===== config.mk =====
export PLATFORM = sky130hd
export DESIGN_NAME = api_frame_receive_deframer_top
export DESIGN_NICKNAME = d
export VERILOG_FILES = /design/src/sv/afrd_pkg.sv /design/src/sv/afrd_cfg_regs.sv /design/src/sv/afrd_core.sv /design/src/sv/api_frame_receive_deframer_top.sv
export SDC_FILE = /design/constraint.sdc
export NUM_CORES = 1
export LEC_CHECK = 0
export ABC_AREA = 0
export BUFFER_PORTS_ARGS = -buffer_cell sky130_fd_sc_hd__buf_2
export CELL_PAD_IN_SITES_DETAIL_PLACEMENT = 0
export CELL_PAD_IN_SITES_GLOBAL_PLACEMENT = 1
export CORE_ASPECT_RATIO = 0.7
export CORE_UTILIZATION = 40
export CTS_CLUSTER_DIAMETER = 200
export DETAILED_ROUTE_END_ITERATION = 10
export PLACE_DENSITY_LB_ADDON = 0.1
export SYNTH_ARGS = -nofsm -noshare
export SYNTH_HDL_FRONTEND = slang
export SYNTH_SLANG_ARGS = --single-unit

===== constraint.sdc =====
create_clock -name clk -period 7 [get_ports clk]
set_clock_uncertainty 0.1 [all_clocks]
set_input_delay 0.7 -clock clk [delete_from_list [all_inputs] [get_ports clk]]
set_output_delay 0.7 -clock clk [all_outputs]
set_load 0.005 [all_outputs]

===== src/sv/afrd_pkg.sv =====
`timescale 1ns / 1ps
// ----------------------------------------------------------------------------
// afrd_pkg: shared types and constants for the API frame deframer
// Holds the transfer payload structs, the status codes, the configuration
// bundle and the framing constants.
// ----------------------------------------------------------------------------
package afrd_pkg;

  localparam int unsigned PosW  = 17;
  localparam int unsigned TickW = 17;

  localparam logic [7:0]      Delim      = 8'h7E;
  localparam logic [7:0]      SumGood    = 8'hFF;
  localparam logic [PosW-1:0] DataStart  = 17'd3;
  localparam logic [15:0]     TimeoutRst = 16'd1000;
  localparam logic [15:0]     MaxPosRst  = 16'd65520;

  // Configuration register indexes.
  localparam logic RegTimeout = 1'b0;
  localparam logic RegMaxPos  = 1'b1;

  typedef enum logic [2:0] {
    ST_IDLE    = 3'd0,
    ST_BUSY    = 3'd1,
    ST_GOOD    = 3'd2,
    ST_BADSUM  = 3'd3,
    ST_LARGE   = 3'd4,
    ST_TIMEOUT = 3'd5
  } status_t;

  typedef enum logic {
    ACT_BYTE = 1'b0,
    ACT_TICK = 1'b1
  } action_t;

  typedef struct packed {
    logic       action;
    logic [7:0] rx_byte;
  } item_t;

  typedef struct packed {
    status_t    status;
    logic [7:0] data_byte;
    logic       data_valid;
    logic       is_frame_type;
    logic       last;
  } result_t;

  typedef struct packed {
    logic [15:0] timeout_ticks;
    logic [15:0] max_position;
  } cfg_t;

endpackage


===== src/sv/afrd_cfg_regs.sv =====
`timescale 1ns / 1ps
// ----------------------------------------------------------------------------
// afrd_cfg_regs: configuration registers
// APB-style write and read access to the timeout and maximum position.
// ----------------------------------------------------------------------------
module afrd_cfg_regs
  import afrd_pkg::*;
(
  input  logic        clk,
  input  logic        rst,
  input  logic        psel,
  input  logic        penable,
  input  logic        pwrite,
  input  logic [2:0]  paddr,
  input  logic [31:0] pwdata,
  output logic [31:0] prdata,
  output logic        pready,
  output cfg_t        cfg
);

  logic wr_en;

  assign pready = 1'b1;
  assign wr_en  = psel && penable && pwrite;

  always_ff @(posedge clk) begin
    if (rst) begin
      cfg.timeout_ticks <= TimeoutRst;
      cfg.max_position  <= MaxPosRst;
    end else if (wr_en) begin
      if (paddr[2] == RegTimeout) begin
        cfg.timeout_ticks <= pwdata[15:0];
      end else begin
        cfg.max_position <= pwdata[15:0];
      end
    end
  end

  always_comb begin
    if (paddr[2] == RegTimeout) begin
      prdata = {16'd0, cfg.timeout_ticks};
    end else begin
      prdata = {16'd0, cfg.max_position};
    end
  end

endmodule


===== src/sv/afrd_core.sv =====
`timescale 1ns / 1ps
// ----------------------------------------------------------------------------
// afrd_core: frame state and per-item decision logic
// Holds the frame position, length, checksum and tick age, and works out
// the result of one byte or tick in a single pass.
// ----------------------------------------------------------------------------
module afrd_core
  import afrd_pkg::*;
(
  input  logic    clk,
  input  logic    rst,
  input  logic    step,
  input  item_t   item,
  input  cfg_t    cfg,
  output result_t result
);

  logic [PosW-1:0]  byte_position, byte_position_next;
  logic [15:0]      frame_length, frame_length_next;
  logic [7:0]       running_sum, running_sum_next;
  logic [TickW-1:0] elapsed_ticks, elapsed_ticks_next;

  logic [TickW-1:0] ticks_inc;
  logic [7:0]       sum_add;
  logic [PosW-1:0]  idx;
  logic [PosW-1:0]  idx_inc;
  logic [PosW-1:0]  len_ext;

  assign ticks_inc = (elapsed_ticks != '1) ? elapsed_ticks + 1'b1 : elapsed_ticks;
  assign sum_add   = running_sum + item.rx_byte;
  assign idx       = byte_position - DataStart;
  assign idx_inc   = idx + 1'b1;
  assign len_ext   = {1'b0, frame_length};

  always_comb begin
    byte_position_next   = byte_position;
    frame_length_next    = frame_length;
    running_sum_next     = running_sum;
    elapsed_ticks_next   = elapsed_ticks;
    result.status        = ST_IDLE;
    result.data_byte     = 8'd0;
    result.data_valid    = 1'b0;
    result.is_frame_type = 1'b0;
    result.last          = 1'b0;

    if (item.action == ACT_TICK) begin
      if (byte_position != '0) begin
        elapsed_ticks_next = ticks_inc;
        if (ticks_inc > {1'b0, cfg.timeout_ticks}) begin
          byte_position_next = '0;
          result.status      = ST_TIMEOUT;
        end else begin
          result.status = ST_BUSY;
        end
      end
    end else if (byte_position == '0) begin
      if (item.rx_byte == Delim) begin
        byte_position_next = PosW'(1);
        frame_length_next  = 16'd0;
        running_sum_next   = 8'd0;
        elapsed_ticks_next = '0;
        result.status      = ST_BUSY;
      end
    end else if (byte_position == PosW'(1)) begin
      frame_length_next  = {item.rx_byte, 8'd0};
      byte_position_next = PosW'(2);
      result.status      = ST_BUSY;
    end else if (byte_position == PosW'(2)) begin
      frame_length_next  = {frame_length[15:8], item.rx_byte};
      byte_position_next = DataStart;
      result.status      = ST_BUSY;
    end else if (byte_position > {1'b0, cfg.max_position}) begin
      byte_position_next = '0;
      result.status      = ST_LARGE;
    end else begin
      running_sum_next = sum_add;
      if (idx < len_ext) begin
        result.data_byte     = item.rx_byte;
        result.data_valid    = 1'b1;
        result.is_frame_type = (idx == '0);
        result.last          = (idx_inc == len_ext);
        byte_position_next   = byte_position + 1'b1;
        result.status        = ST_BUSY;
      end else begin
        // Checksum byte closes the frame either way.
        result.status      = (sum_add == SumGood) ? ST_GOOD : ST_BADSUM;
        byte_position_next = '0;
      end
    end
  end

  always_ff @(posedge clk) begin
    if (rst) begin
      byte_position <= '0;
      frame_length  <= '0;
      running_sum   <= '0;
      elapsed_ticks <= '0;
    end else if (step) begin
      byte_position <= byte_position_next;
      frame_length  <= frame_length_next;
      running_sum   <= running_sum_next;
      elapsed_ticks <= elapsed_ticks_next;
    end
  end

endmodule


===== src/sv/api_frame_receive_deframer_top.sv =====
`timescale 1ns / 1ps
// ----------------------------------------------------------------------------
// api_frame_receive_deframer_top: API frame receive deframer
// Hunts for the frame delimiter, takes the 16-bit length, streams the
// frame-data bytes and checks the closing checksum; ticks age open frames.
// ----------------------------------------------------------------------------
//
//   Channel   Handshake                      Payload        Direction
//   -------   ----------------------------   ------------   ---------
//   item      item_valid / item_ready        item_t         into block
//   result    result_valid / result_ready    result_t       out of block
//   config    psel/penable/pwrite, pready    paddr, pwdata  into block
//
// Each accepted transfer (a byte or a tick) yields exactly one result
// transfer. The block takes one item per clock cycle while the result
// register is free or being emptied; an accepted item sits in the input
// register while the frame logic works on it, and its result is then
// loaded into the result register. A single-pass update sets that rate.
// Reset (rst, synchronous) returns the deframer to hunting and loads the
// register defaults: timeout 1000 ticks, maximum position 65520.
// When result_ready is low the result register holds, the held item waits in
// the input register, and item_ready drops only once both are full.
//
module api_frame_receive_deframer_top
  import afrd_pkg::*;
(
  input  logic        clk,
  input  logic        rst,
  input  logic        item_valid,
  output logic        item_ready,
  input  item_t       item,
  output logic        result_valid,
  input  logic        result_ready,
  output result_t     result,
  input  logic        psel,
  input  logic        penable,
  input  logic        pwrite,
  input  logic [2:0]  paddr,
  input  logic [31:0] pwdata,
  output logic [31:0] prdata,
  output logic        pready
);

  cfg_t    cfg;
  item_t   item_q;
  logic    item_q_valid;
  logic    advance;
  result_t core_result;

  // The held item moves through the frame logic whenever the result
  // register is free or being emptied in this cycle.
  assign advance    = item_q_valid && (!result_valid || result_ready);
  assign item_ready = !item_q_valid || advance;

  afrd_cfg_regs u_cfg_regs (
    .clk     (clk),
    .rst     (rst),
    .psel    (psel),
    .penable (penable),
    .pwrite  (pwrite),
    .paddr   (paddr),
    .pwdata  (pwdata),
    .prdata  (prdata),
    .pready  (pready),
    .cfg     (cfg)
  );

  afrd_core u_core (
    .clk    (clk),
    .rst    (rst),
    .step   (advance),
    .item   (item_q),
    .cfg    (cfg),
    .result (core_result)
  );

  // Input register.
  always_ff @(posedge clk) begin
    if (rst) begin
      item_q_valid <= 1'b0;
    end else if (item_valid && item_ready) begin
      item_q_valid <= 1'b1;
    end else if (advance) begin
      item_q_valid <= 1'b0;
    end
  end

  always_ff @(posedge clk) begin
    if (item_valid && item_ready) begin
      item_q <= item;
    end
  end

  // Result register.
  always_ff @(posedge clk) begin
    if (rst) begin
      result_valid <= 1'b0;
    end else if (advance) begin
      result_valid <= 1'b1;
    end else if (result_ready) begin
      result_valid <= 1'b0;
    end
  end

  always_ff @(posedge clk) begin
    if (advance) begin
      result <= core_result;
    end
  end

endmodule


### Yosys cells after proc, flatten, opt, wreduce, memory -nomap -nowiden

Cells that the tools add are included.

| cells by class | value |
|---|---|
| $add $sub $neg | 5 |
| $lt $le $gt $ge | 3 |
| equal/unequal tests | 13 |
| muxes and demuxes | 39 |
| bitwise logic cells | 3 |
| reduce and logical (&&, ||, !) cells | 26 |

Operator list:

| operator | number |
|---|---|
| two-way mux 17 bit | 14 |
| two-way mux 16 bit | 4 |
| adder 17 x 1 -> 17 bit (second input constant) | 3 |
| two-way mux 8 bit | 6 |
| > comparator 17 x 16 -> 1 bit | 2 |
| zero test 17 bit | 2 |
| two-way mux 3 bit | 9 |
| == test 17 x 1 -> 1 bit (second input constant) | 1 |
| == test 17 x 16 -> 1 bit | 1 |
| == test 17 x 2 -> 1 bit (second input constant) | 1 |
| less-than comparator 17 x 16 -> 1 bit | 1 |
| != test 17 bit (second input constant) | 1 |
| nonzero test 17 bit | 1 |
| subtractor 17 x 2 -> 17 bit (second input constant) | 1 |
| AND reduction 4 bit | 4 |
| != test 2 x 1 -> 1 bit (second input constant) | 5 |
| nonzero test 2 bit | 5 |
| adder 8 bit | 1 |
| == test 8 x 7 -> 1 bit (second input constant) | 1 |
| == test 8 bit (second input constant) | 1 |
| two-way mux 1 bit | 6 |
| AND reduction 6 bit | 1 |
| OR reduction 6 bit | 1 |
| OR reduction 5 bit | 1 |
| 8 further kinds | 16 |

| word-level totals | value |
|---|---|
| flip-flop bits (word level) | 115 |
| input port bits | 51 |
| output and inout port bits | 49 |
| word-level logic and storage cells | 105 |

### Longest topological paths before layout

| depth | value |
|---|---|
| depth after elaboration | 9 |
| gate-level depth with buffers | 19 |
| mapped depth without buffers | 16 |

### Modules after synthesis

A second synthesis with hierarchy kept.

| second synthesis, totals | value |
|---|---|
| cells, all modules | 963 |
| area, all modules | 8446.9 sq um |

Modules (own cells, without submodules):

| module | instances | cells each | area an instance (sq um) | sequential area each (sq um) |
|---|---|---|---|---|
| afrd_core | 1 | 761 | 5995.8 | 1161.1 |
| afrd_cfg_regs | 1 | 169 | 1656.6 | 640.6 |
| api_frame_receive_deframer_top | 1 | 33 | 794.5 | 730.7 |

### Worst setup path after synthesis

OpenSTA, ideal clock, no wires.

| timing path | value |
|---|---|
| path type | register to register |
| start point | reg u_core.byte_position[1] |
| end point | reg u_core.byte_position[4] |
| library setup time | 0.106 ns |
| arrival | 4.021 ns |
| required time | 6.794 ns |
| setup slack | 2.773 ns |
| cell stages (with the launch flop) | 17 |
| buffers on the path | 3 |
| clock period less this slack | 4.227 ns |
| cell sequence | dfxtp_1 -> clkbuf_1 -> a2111oi_2 -> nand2_1 -> xnor2_1 -> inv_1 -> ha_1 -> a21o_1 -> a21oi_1 -> nor2_1 -> a2111oi_0 -> a31oi_1 -> nor4_1 -> clkbuf_1 -> buf_1 -> nand4_1 -> o311ai_0 |

| between the ends | value |
|---|---|
| word-level cells in the longest chain between the ends | 8 |
| elaborated cells on any way between the ends | 17 |
| those cells by class | add/sub: 2; order compare: 2; eq/ne: 4; mux: 6; reduce/logical: 3 |

Ends and longest elaborated chain:

| element | RTL line | source |
|---|---|---|
| start, declared | afrd_core.sv:18 | `logic [PosW-1:0] byte_position, byte_position_next;` |
| start signal, assigned | afrd_core.sv:99 | `byte_position <= byte_position_next;` |
| subtractor 17 x 2 -> 17 bit | afrd_core.sv:31 | `assign idx = byte_position - DataStart;` |
| less-than comparator 17 x 16 -> 1 bit | afrd_core.sv:77 | `if (idx < len_ext) begin` |
| two-way mux 17 bit | afrd_core.sv:77 |  |
| two-way mux 17 bit | afrd_core.sv:72 | `end else if (byte_position > {1'b0, cfg.max_position}) begin` |
| two-way mux 17 bit | afrd_core.sv:68 | `end else if (byte_position == PosW'(2)) begin` |
| two-way mux 17 bit | afrd_core.sv:64 | `end else if (byte_position == PosW'(1)) begin` |
| two-way mux 17 bit | afrd_core.sv:56 | `end else if (byte_position == '0) begin` |
| two-way mux 17 bit | afrd_core.sv:46 | `if (item.action == ACT_TICK) begin` |

Several ways; a longest one is shown, not always the timed one.
A chain may end at the register's enable or synchronous reset.

### Worst setup path after layout

| timing path | value |
|---|---|
| start point | reg u_core.byte_position[0] |
| end point | reg u_core.byte_position[2] |

The elaborated chain is that of the path after synthesis.

==> flow_summary.toml <==
[outcome]
status = "completed"

[route]
drtIter0Drc = 569
vias = 7067
drc = 0
drtAntennaViolNets = 0
drt_wl_total_mm = 22.7
routedWlPerCell_um = 17.5
first_pass_iters = 5
via_per_inst = 5.44

[floorplanning]
dieHeight_um = 120
pin_count = 100
floorplan.initialDensity = 0.415
die_w_um = 171
die_area_sq_um = 20500
core_sq_um = 19200
row_count = 42

[setup_path]
cp_common_cell = "ha_1"
critPathArrivalTime_ns = 5.41
worst_setup_path_start_kind = "register"
path_depth = 14
r2r_cells = 14
worst-path-max-fanout = 40
critPathBufInv = 2
worstPathRequired_ns = 7.21
worst_path_largest_cell_delay_ns = 0.61
critPathTopFamily = "simple AND/OR/NAND/NOR gates"
cp-end-kind = "register"
cp_slowest_cell = "or4b_2"
cp_cell_sequence = "ha_1 > or4_1 > or3_4 > xnor2_2 > inv_1 > ha_1 > nand4_1 > nor2_1 > a2111oi_0 > a31oi_1 > nor4_2 > buf_4 > or4b_2 > o311ai_0"
critical_path_class = "reg -> reg"

[hold_path]
min_path_cells = 2
hold_class = "reg -> reg"

[cts]
cts_buffers = 17
ctsResizeCount = 0
htreeDepth = 4
cts.sinks = 115
root_buffer = "clkbuf_16"
post-cts-setup-buffers = 0
cts_tree = "done"
cts_hold_buffers = 0
clockBufferDepth = 2
clk_latency_ns = 0.43
clk_pin_slew_worst_paths_ns = 0.05

[placement]
dp_cells = 1266
io_buffers = 64
pre_cts_slack_ns = 1.84
gp_congestion = 0.790
dp_hpwl_mm = 16.7

[final_layout]
final_util = 0.465
insertedDiodeCount = 0
instances_no_fill = 1298
finalNetCount = 1136
area_growth_pct = 12.1
drive_gt1_frac = 0.119

[pwr]
pwr-share-comb = 0.056
p_clk_frac = 0.504
power_frac_seq = 0.439
p_sw_frac = 0.238
p_int_mw = 1.21
ir_worst_vdd_mv = 0.140
fin_total_pwr_mw = 1.59
p_leak_nw = 3.57
pwr_density_cell_nw_per_um2 = 178
p_sw_mw = 0.378

[global_routing]
grt_pass1_vias = 6334
gr-usage-all-layers = 0.230
grt_max_degree = 67
grt_pass1_wl_mm = 36.0
antenna_found_initial = 1
grt_overflow = 0

[synthesis]
ys_types = 76
syn_inst = 986
synth_top_area_share = 0.231
ys_warn_count = 0
syn_area_per_cell_sq_um = 8.09
synth_area_leaders = "dfxtp_1 23%, ha_1 9.9%, edfxtp_1 8.7%"
synth_edf_count = 23
seq_area_frac_synth = 0.317
async_flop_share = 0
yosys.area.top_type = "dfxtp_1"
ys_seq_elements = 115
synth_ff_type = "dfxtp_1"
syn_area_sq_um = 7980

[sta]
fin_crit_ns = 5.20
finalCritPeriodShare = 0.743
worst_pin_slew_ns = 1.12
setup_viol_count_final = 0
finalMaxSlewViolations = 0
max_freq_ghz = 0.192
maxSlewHeadroom = 0.255
tns_ns = 0
fin_ws_ns = 1.80
hold_viol = 0
rsz0062_at_grt = "no"

[flow_run]
cap_violations = 0
==> path summary, 6_finish.rpt <==
kind,slack (ns),end,start
max,1.80,u_core.byte_position[2],u_core.byte_position[0]
min,0.35,u_core.frame_length[14],u_core.frame_length[14]
max reg2reg,1.80,u_core.byte_position[2],u_core.byte_position[0]
min reg2reg,0.35,u_core.frame_length[14],u_core.frame_length[14]
==> state kept, by name (all words and copies together) (netlist names) <==
name	flops
result	14
item_q_valid	1
u_core.elapsed_ticks	17
u_core.frame_length	16
u_cfg_regs.cfg	32
u_core.byte_position	17
u_core.running_sum	8
item_q	9
result_valid	1
==> through the flow <==
step                instance area, sq um  hold slack, ns
floorplan                           8030           0.332
finish                              8940           0.350
global route                        8940           0.335
detailed placement                  8400           0.345
global placement                    8400           0.342
CTS                                 8940           0.331
==> cells in the final DEF (no fill, tap or decap), types with 6 or more instances in the layout <==
cell type and instances:
and3_1 10, o311ai_0 13, and2_1 13, dfxtp_1 92
nand2_1 97, nand4_1 34, nand3_1 36, nor4_1 6
edfxtp_1 23, clkbuf_16 17, o21ai_0 39, xor2_1 11
nor2b_1 7, or4_1 8, xnor2_1 43, nor3_1 31
inv_1 76, buf_4 8, ha_1 63, a22oi_1 7
a21o_1 10, nand4b_1 14, conb_1 17, a21oi_1 74
or3_1 22, nor2_1 68, a211o_1 22, buf_2 63
==> worst reg2reg max path, cell delays in order, from the launching register on <==
cell	delay, ns
dfxtp_1	0.51
ha_1	0.45
or4_1	0.59
or3_4	0.46
xnor2_2	0.38
inv_1	0.09
ha_1	0.31
nand4_1	0.13
nor2_1	0.06
a2111oi_0	0.37
a31oi_1	0.25
nor4_2	0.24
buf_4	0.43
or4b_2	0.62
o311ai_0	0.10
==> layer usage <==
metal	wire, um	share of wire	GRT usage	vias up
li1	-	-	-	3595
met1	13000	0.57	0.382	3282
met2	8560	0.38	0.293	175
met3	895	0.039	0.0379	15
met4	193	0.0085	0.0557	0
met5	0	0	0	-
==> power groups by stage <==
stage / Clock (mW) / Combinational (mW) / Sequential (mW)
after floorplan: 0 / 0.0599 / 0.708
after global placement: 0 / 0.0886 / 0.714
after detailed placement: 0 / 0.0887 / 0.713
after CTS: 0.823 / 0.0892 / 0.699
after global routing: 0.850 / 0.100 / 0.700
final: 0.803 / 0.0893 / 0.699
==> kinds of logic after synthesis <==
logic type	share of synthesized area
fa+ha+maj	0.101
buf+inv	0.0800
flops	0.317
mux	0.00674
compound gates	0.181
xor+xnor	0.0613
simple gates	0.252
other cells	0.000942
==> cell usage after synthesis (10+ instances only) <==
cell type / number
nand4_1: 34
ha_1: 63
buf_4: 17
and2_1: 13
inv_1: 76
nand2_1: 97
edfxtp_1: 23
nor3_1: 31
clkbuf_1: 44
nand4b_1: 14
a21o_1: 10
nor2_1: 69
o311ai_0: 13
o21ai_0: 39
xor2_1: 11
nand3_1: 36
dfxtp_1: 92
xnor2_1: 43
a21oi_1: 74
and3_1: 10
or3_1: 22
a211o_1: 22
==> area by class of cell <==
type	instances	area [sq um]
Fill cell	1999	10300
Inverter	78	293
Clock inverter	10	86.3
Clock buffer	22	454
Timing Repair Buffer	71	375
Multi-Input combinational cell	738	4870
Sequential cell	115	2530
Tap cell	264	330
(Power assumes the default switching activity.)
